===== src/hdl/postfix_expression_evaluator_defines.svh =====
// assertion macros shared by the postfix evaluator rtl
`ifndef POSTFIX_EXPRESSION_EVALUATOR_DEFINES_SVH
`define POSTFIX_EXPRESSION_EVALUATOR_DEFINES_SVH

// concurrent check on clk_i, held off while rst_ni is low
`define PEE_ASSERT(label, prop, msg) \
  label: assert property (@(posedge clk_i) disable iff (!rst_ni) (prop)) else $error(msg);

// same check, also active during reset
`define PEE_ASSERT_ALWAYS(label, prop, msg) \
  label: assert property (@(posedge clk_i) (prop)) else $error(msg);

`endif


===== src/hdl/pee_pkg.sv =====
// shared constants and types of the postfix evaluator
`timescale 1ns / 1ps
package pee_pkg;

  localparam int DATA_W      = 32;
  localparam int SYM_W       = 8;
  localparam int STATUS_W    = 3;
  localparam int STACK_DEPTH = 64;
  localparam int ADDR_W      = $clog2(STACK_DEPTH);
  localparam int CNT_W       = $clog2(STACK_DEPTH + 1);
  localparam int DIV_CNT_W   = $clog2(DATA_W);

  localparam logic [SYM_W-1:0] SYM_END  = 8'h3B;  // ';'
  localparam logic [SYM_W-1:0] SYM_ZERO = 8'h30;  // '0'
  localparam logic [SYM_W-1:0] SYM_ADD  = 8'h2B;  // '+'
  localparam logic [SYM_W-1:0] SYM_SUB  = 8'h2D;  // '-'
  localparam logic [SYM_W-1:0] SYM_MUL  = 8'h2A;  // '*'
  localparam logic [SYM_W-1:0] SYM_DIV  = 8'h2F;  // '/'

  typedef enum logic [STATUS_W-1:0] {
    ST_OK        = 3'd0,
    ST_LEFTOVER  = 3'd1,
    ST_UNDERFLOW = 3'd2,
    ST_OVERFLOW  = 3'd3,
    ST_DIVZERO   = 3'd4
  } status_e;

  typedef enum logic [1:0] {
    FSM_IDLE,
    FSM_EXEC,
    FSM_DIV,
    FSM_DIVFIN
  } fsm_e;

endpackage


===== src/hdl/postfix_expression_evaluator.sv =====
// top level of the postfix (rpn) expression evaluator
`timescale 1ns / 1ps
`include "postfix_expression_evaluator_defines.svh"

// Postfix evaluator, one ASCII character per input word. Digits and any other
// non-operator character push (code - '0'); + - * / pop two values and push the
// 32-bit wrapping result (division truncates toward zero); ';' ends the
// expression and emits one output word (value, status). The top of stack lives
// in a register and the entries below it in a 64 x 32 synchronous RAM with a
// registered read port. A push or ';' is done in FSM_IDLE alone; + - * read the
// left operand from the RAM, then apply the ALU / 32x32 multiplier in FSM_EXEC;
// / goes on through the restoring divider that retires one quotient bit per
// cycle (FSM_DIV), then FSM_DIVFIN. After an error word (underflow, overflow,
// divide by zero) input is dropped up to and including the next ';', which
// clears the stack silently. While a finished word waits in the output
// register and the receiver is not ready, no input word is taken.
module postfix_expression_evaluator
  import pee_pkg::*;
(
  input  logic                clk_i,
  input  logic                rst_ni,
  input  logic                in_valid_i,
  output logic                in_ready_o,
  input  logic [SYM_W-1:0]    symbol_i,
  output logic                out_valid_o,
  input  logic                out_ready_i,
  output logic signed [DATA_W-1:0] value_o,
  output logic [STATUS_W-1:0] status_o
);

  // control state
  fsm_e                 state_q, state_d;
  logic [CNT_W-1:0]     count_q, count_d;
  logic                 discard_q, discard_d;
  logic                 out_valid_q, out_valid_d;
  logic [DIV_CNT_W-1:0] div_cnt_q, div_cnt_d;

  // payload state
  logic [DATA_W-1:0]    tos_q, tos_d;        // top of stack
  logic [SYM_W-1:0]     op_q, op_d;
  logic [DATA_W-1:0]    value_q, value_d;
  status_e              status_q, status_d;
  logic [DATA_W-1:0]    dvs_q, dvs_d;        // divisor magnitude
  logic [DATA_W-1:0]    quo_q, quo_d;        // dividend shifting into quotient
  logic [DATA_W-1:0]    rem_q, rem_d;
  logic                 neg_q, neg_d;

  // stack memory: entries below the top of stack
  logic [DATA_W-1:0]    mem_q [STACK_DEPTH];
  logic [DATA_W-1:0]    rd_data_q;
  logic                 rd_en;
  logic [ADDR_W-1:0]    rd_addr;
  logic                 wr_en;
  logic [ADDR_W-1:0]    wr_addr;

  logic                 accept;
  logic                 is_op;
  logic [CNT_W-1:0]     push_idx;
  logic [CNT_W-1:0]     lhs_idx;
  logic [DATA_W:0]      div_sh;
  logic                 div_ge;
  logic [DATA_W:0]      div_diff;
  logic [2*DATA_W-1:0]  mul_full;

  assign in_ready_o  = (state_q == FSM_IDLE) && (!out_valid_q || out_ready_i);
  assign accept      = in_valid_i && in_ready_o;
  assign out_valid_o = out_valid_q;
  assign value_o     = value_q;
  assign status_o    = status_q;

  assign is_op = (symbol_i == SYM_ADD) || (symbol_i == SYM_SUB) ||
                 (symbol_i == SYM_MUL) || (symbol_i == SYM_DIV);

  // old top goes to entry count-1 on a push, left operand sits at count-2
  assign push_idx = count_q - CNT_W'(1);
  assign lhs_idx  = count_q - CNT_W'(2);
  assign wr_addr  = push_idx[ADDR_W-1:0];
  assign rd_addr  = lhs_idx[ADDR_W-1:0];

  // one restoring divide step
  assign div_sh   = {rem_q, quo_q[DATA_W-1]};
  assign div_ge   = div_sh >= {1'b0, dvs_q};
  assign div_diff = div_sh - {1'b0, dvs_q};

  assign mul_full = rd_data_q * tos_q;

  always_comb begin
    state_d     = state_q;
    count_d     = count_q;
    discard_d   = discard_q;
    out_valid_d = out_valid_q && !out_ready_i;
    div_cnt_d   = div_cnt_q;
    tos_d       = tos_q;
    op_d        = op_q;
    value_d     = value_q;
    status_d    = status_q;
    dvs_d       = dvs_q;
    quo_d       = quo_q;
    rem_d       = rem_q;
    neg_d       = neg_q;
    rd_en       = 1'b0;
    wr_en       = 1'b0;

    case (state_q)
      FSM_IDLE: begin
        if (accept) begin
          if (discard_q) begin
            // error recovery: drop everything up to the end marker
            if (symbol_i == SYM_END) begin
              discard_d = 1'b0;
              count_d   = '0;
            end
          end else if (symbol_i == SYM_END) begin
            count_d     = '0;
            out_valid_d = 1'b1;
            if (count_q == CNT_W'(1)) begin
              value_d  = tos_q;
              status_d = ST_OK;
            end else if (count_q == '0) begin
              value_d  = '0;
              status_d = ST_OK;
            end else begin
              value_d  = '0;
              status_d = ST_LEFTOVER;
            end
          end else if (is_op) begin
            if (count_q < CNT_W'(2)) begin
              out_valid_d = 1'b1;
              value_d     = '0;
              status_d    = ST_UNDERFLOW;
              discard_d   = 1'b1;
            end else begin
              // fetch the left operand, right operand is the top register
              rd_en   = 1'b1;
              op_d    = symbol_i;
              state_d = FSM_EXEC;
            end
          end else if (count_q >= CNT_W'(STACK_DEPTH)) begin
            out_valid_d = 1'b1;
            value_d     = '0;
            status_d    = ST_OVERFLOW;
            discard_d   = 1'b1;
          end else begin
            // push: spill the old top into memory
            wr_en   = (count_q != '0);
            tos_d   = DATA_W'(symbol_i) - DATA_W'(SYM_ZERO);
            count_d = count_q + CNT_W'(1);
          end
        end
      end

      FSM_EXEC: begin
        state_d = FSM_IDLE;
        case (op_q)
          SYM_ADD: begin
            tos_d   = rd_data_q + tos_q;
            count_d = count_q - CNT_W'(1);
          end
          SYM_SUB: begin
            tos_d   = rd_data_q - tos_q;
            count_d = count_q - CNT_W'(1);
          end
          SYM_MUL: begin
            tos_d   = mul_full[DATA_W-1:0];
            count_d = count_q - CNT_W'(1);
          end
          default: begin
            // divide
            if (tos_q == '0) begin
              out_valid_d = 1'b1;
              value_d     = '0;
              status_d    = ST_DIVZERO;
              discard_d   = 1'b1;
            end else begin
              quo_d     = rd_data_q[DATA_W-1] ? ('0 - rd_data_q) : rd_data_q;
              dvs_d     = tos_q[DATA_W-1] ? ('0 - tos_q) : tos_q;
              neg_d     = rd_data_q[DATA_W-1] ^ tos_q[DATA_W-1];
              rem_d     = '0;
              div_cnt_d = '1;
              state_d   = FSM_DIV;
            end
          end
        endcase
      end

      FSM_DIV: begin
        rem_d     = div_ge ? div_diff[DATA_W-1:0] : div_sh[DATA_W-1:0];
        quo_d     = {quo_q[DATA_W-2:0], div_ge};
        div_cnt_d = div_cnt_q - DIV_CNT_W'(1);
        if (div_cnt_q == '0) begin
          state_d = FSM_DIVFIN;
        end
      end

      FSM_DIVFIN: begin
        tos_d   = neg_q ? ('0 - quo_q) : quo_q;
        count_d = count_q - CNT_W'(1);
        state_d = FSM_IDLE;
      end

      default: begin
        state_d = FSM_IDLE;
      end
    endcase
  end

  always_ff @(posedge clk_i or negedge rst_ni) begin
    if (!rst_ni) begin
      state_q     <= FSM_IDLE;
      count_q     <= '0;
      discard_q   <= 1'b0;
      out_valid_q <= 1'b0;
      div_cnt_q   <= '0;
    end else begin
      state_q     <= state_d;
      count_q     <= count_d;
      discard_q   <= discard_d;
      out_valid_q <= out_valid_d;
      div_cnt_q   <= div_cnt_d;
    end
  end

  always_ff @(posedge clk_i) begin
    tos_q    <= tos_d;
    op_q     <= op_d;
    value_q  <= value_d;
    status_q <= status_d;
    dvs_q    <= dvs_d;
    quo_q    <= quo_d;
    rem_q    <= rem_d;
    neg_q    <= neg_d;
  end

  // stack ram, one write and one registered read port
  always_ff @(posedge clk_i) begin
    if (wr_en) begin
      mem_q[wr_addr] <= tos_q;
    end
    if (rd_en) begin
      rd_data_q <= mem_q[rd_addr];
    end
  end

  // checks
  `PEE_ASSERT(a_count_bound, count_q <= CNT_W'(STACK_DEPTH), "stack count beyond depth")
  `PEE_ASSERT(a_exec_has_operands, state_q == FSM_EXEC |-> count_q >= CNT_W'(2),
    "operator executing with fewer than two values")
  `PEE_ASSERT(a_error_value_zero, out_valid_q && status_q != ST_OK |-> value_q == '0,
    "error word with nonzero value")
  `PEE_ASSERT(a_discard_only_idle, discard_q |-> state_q == FSM_IDLE,
    "discarding while an operator is in flight")
  `PEE_ASSERT(a_div_enters_fin, state_q == FSM_DIV && div_cnt_q == '0 |=> state_q == FSM_DIVFIN,
    "divider did not finish after its last step")

endmodule

===== config.mk =====
export PLATFORM = sky130hd
export DESIGN_NAME = postfix_expression_evaluator
export DESIGN_NICKNAME = d
export VERILOG_FILES = /design/src/hdl/pee_pkg.sv /design/src/hdl/postfix_expression_evaluator.sv
export VERILOG_INCLUDE_DIRS = /design/src /design/src/hdl
export SDC_FILE = /design/constraint.sdc
export NUM_CORES = 2
export LEC_CHECK = 0
export BUFFER_PORTS_ARGS = -buffer_cell sky130_fd_sc_hd__clkbuf_2
export CAP_MARGIN = 40
export CORE_ASPECT_RATIO = 0.7
export CORE_MARGIN = 4
export CORE_UTILIZATION = 44
export DETAILED_ROUTE_END_ITERATION = 10
export HOLD_SLACK_MARGIN = 0.15
export MAX_ROUTING_LAYER = met4
export RECOVER_POWER = 100
export REMOVE_ABC_BUFFERS = 1
export SLEW_MARGIN = 20
export SYNTH_ARGS = -nofsm -noshare
export SYNTH_HDL_FRONTEND = slang
export SYNTH_SLANG_ARGS = --single-unit

===== constraint.sdc =====
create_clock -name clk_i -period 14.9 [get_ports clk_i]
set_input_delay 1.49 -clock clk_i [delete_from_list [all_inputs] [get_ports clk_i]]
set_output_delay 1.49 -clock clk_i [all_outputs]
set_load 0.03 [all_outputs]

==> impl_results.md <==
- GPL Wtd Cong: between 0.9 and 1
- Die height: about 420 µm
- IO Pins: just under 50
- Yosys cell types: 73
- Setup_tns: 0 ns
- Number of placed instances, taps included: ~9500
- CTS tree: yes
- Initial core utilization: 44.2%
- Avg WL per Cell: around 31 µm
- Total CTS buffers: around 210
- Crit share post-route: 76.3%
- Clk slew on worst S/H paths: 0.07 ns
- Min-delay worst type: flip-flop to flip-flop
- Pin count of the biggest net entering global routing: between 90 and 100
- Post-synthesis cell area: 0.108 mm²
- Gate power share: between 30% and 40%
- Power Density: ~160 mW/mm²
- Initial antenna violation count: 19
- H-Tree Depth: 4
- Flop pwr share: a little under two fifths
- Pre-antenna DRT Iters: 8
- Hold Buf Count CTS: 0
- Reg2reg setup slack: 3.52 ns
- CP Data Arrival Time: approximately 12 ns
- Pre-CTS setup slack: approximately 6.3 ns
- Tot GR Track Use: between 20% and 30%
- Worst path slowest cell: clkbuf_1
- Count of state elements after synthesis: ~2300
- Routed Antenna Nets: 0
- Final setup margin: between 3 and 4 ns
- Setup Skew: between 0.06 and 0.07 ns
- Synth warn: 0
- Crit-path max FO: 44
- Net Switching: about 6.6 mW
- Post-synth top flop: edfxtp_1
- Clock root buffer master: clkbuf_16
- DP Area: between 0.1 and 0.15 mm²
- Critical path's most frequent cell: fa_1
- Worst Tran Pin Value: 3.69 ns
- Via/cell ratio: 6.03
- Cell internal pwr: around 13 mW
- Syn Area/Cell: ~17 µm²
- EDFF count, synth: 2252
- Drt total wl: 310000 µm
- Grt ovf: 0
- First-pass GRT wire length: ~450000 µm
- Post-synthesis async set-or-reset flop share: less than 1%
- Final Hold Fails: 0
- Initial DRC count: 8402
- Status: complete, but fails checks
- Buf/Inv on CP: 5
- HPWL after DPL: between 150000 and 200000 µm
- Share of cells above drive strength 1: approximately 17%
- Vias in the first global route: approximately 59000
- CP peak stage delay: a little over 2 ns
- Fmax achieved: between 80 and 90 MHz
- CP Data Required Time: 15.48 ns
- Final setup violation count: 0
- Die Area: 0.254 mm²
- Non-filler instance count after layout: roughly 9900
- Max Cap Violations: between 100 and 150
- Chip width: approximately 600 µm
- Core footprint: roughly 0.24 mm²
- Gate Count Post-Synth: around 6300
- Post-CTS Repair Setup Buffers: 0
- Worst path cell trace: clkbuf_1 -> clkbuf_1 -> clkbuf_1 -> and2_0 -> fa_1 -> fa_1 -> fa_1 -> inv_1 -> fa_1 -> fa_1 -> fa_1 -> inv_1 -> fa_1 -> fa_1 -> ha_1 -> mux2i_1 -> o221ai_1 -> a31oi_1 -> o21ai_0
- Post-route cell area: between 0.1 and 0.15 mm²
- Crit-path leading delay family: buffers and inverters
- Final slew viol count: around 5300
- Slew headroom: -146%
- Sink Count: approximately 2300
- Max VDD drop: around 0.32 mV
- NumNets Final: about 7100
- Unrepaired setup endpoints after global routing: false
- # DRC: 0
- Vias: ~59000
- Clock power frac: ~28%
- Worst Setup End Kind: flip-flop
- Final worst path period need: between 10 and 15 ns
- CTS resizes: 0
- Worst-Skew Late Latency: around 0.90 ns
- CP startpoint kind: flip-flop
- Row Count: ~150
- Switching share of total power: between 30% and 40%
- Setup CP Type: flip-flop to flip-flop
- P&R area growth vs syn: 10.6%
- Failing checks: capacitance limit, slew limit
- PortBufs: 48
- Sequential share of the synthesized area: between 60% and 70%
- Static leakage: 39.7 nW
- Max Root-Sink Buffers: 4
[final timing paths]
| check | from | endpoint | depth (start not counted) |
|---|---|---|---|
| min | div_cnt_q[0] | div_cnt_q[0] | 1 |
| max | tos_q[8] | tos_q[29] | 19 |
| max reg2reg | tos_q[8] | tos_q[29] | 19 |
| max in group asynchronous | rst_ni | count_q[1] | 1 |
| min reg2reg | div_cnt_q[0] | div_cnt_q[0] | 1 |
| min in group asynchronous | rst_ni | count_q[5] | 1 |
[power by group through the flow]
stage	clock [mW]	sequential, mW	combinational, mW
global route	5.67	7.29	7.15
finish	5.29	7.29	6.61
detailed placement	0	7.40	6.49
global placement	0	7.40	6.44
floorplan	0	7.54	4.62
CTS	5.38	7.27	6.54
[routing by layer]
| metal | wire length (µm) | share of wire (%) | vias up | GRT usage [%] |
|---|---|---|---|---|
| li1 | - | - | 24100 | - |
| met3 | 36700 | 12 | 425 | 5.63 |
| met4 | 7020 | 2.3 | 0 | 4.84 |
| met2 | 128000 | 41 | 3285 | 33.5 |
| met5 | 0 | 0 | - | - |
| met1 | 138000 | 45 | 31500 | 39.4 |
[through the flow]
| stage | util (%) | hold slack (ns) | total power [mW] |
|---|---|---|---|
| after floorplan | - | 0.468 | 12.2 |
| after global placement | 46.3 | 0.504 | 13.8 |
| after detailed placement | 46.5 | 0.506 | 13.9 |
| after CTS | 49.2 | 0.518 | 19.2 |
| after global routing | 48.9 | 0.555 | 20.1 |
| final | 48.9 | 0.519 | 19.2 |
[Yosys cell counts (all sizes together) (9+ instances only)]
master / instances / share of area (%)
ha: 201 / 2.3
nand2: 417 / 1.4
nor3: 27 / 0.13
o21a: 16 / 0.11
clkbuf: 262 / 0.91
o31ai: 37 / 0.27
a31oi: 9 / 0.052
edfxtp: 2252 / 62
mux2: 10 / 0.10
o221ai: 11 / 0.089
xnor2: 139 / 1.1
nand3: 26 / 0.12
mux2i: 45 / 0.42
o22ai: 9 / 0.052
o41ai: 14 / 0.11
nor2b: 28 / 0.16
o21ai: 150 / 0.69
a21oi: 110 / 0.51
dfrtp: 16 / 0.37
nor2: 171 / 0.59
a21o: 33 / 0.23
xor2: 116 / 0.94
o211ai: 13 / 0.090
buf: 73 / 0.26
mux4: 656 / 14
or2: 10 / 0.058
and2: 351 / 2.0
nand2b: 22 / 0.13
or4: 16 / 0.11
fa: 410 / 7.6
inv: 451 / 1.6
or3: 44 / 0.27
a211oi: 25 / 0.17
[logic make-up (layout without fill, tap and decap cells)]
group	after synthesis	in the layout	synth area share [%]
fa+ha+maj	611	611	9.91
buf+inv	787	1115	2.74
compound gates	490	490	2.90
flops	2268	2268	62.8
other cells	0	6	0
simple gates	1161	1161	5.38
xor+xnor	255	255	2.06
mux	711	711	14.2
[cell usage in the layout, fill, tap and decap left out, drive strengths merged, types with 84 or more instances in the layout]
cell type  count
clkinv        84
nor2         171
xor2         116
o21ai        150
fa           410
edfxtp      2252
xnor2        139
inv          455
ha           201
mux4         656
clkbuf       473
a21oi        110
nand2        417
and2         351
[registers in the layout, summed over array words and instances, names as in the netlist, named ones only]
register / count
mem_q: 2048
dvs_q: 32
quo_q: 32
rd_data_q: 32
rem_q: 32
tos_q: 32
value_o: 32
op_q: 8
count_q: 7
div_cnt_q: 5
status_o: 3
discard_q: 1
neg_q: 1
out_valid_o: 1
state_q: 1
[cell type report]
class                   count  area (µm²)
diodes                      6        15.0
flip-flops and latches   2268       68000
well taps                3234        4050
multi-input cells        3228       37700
clock buffers             264        5560
fillers                 20400      125000
clock inverters           114        1040
inverters                 452        1700
repair buffers            285        1600
(Power assumes the default switching activity.)
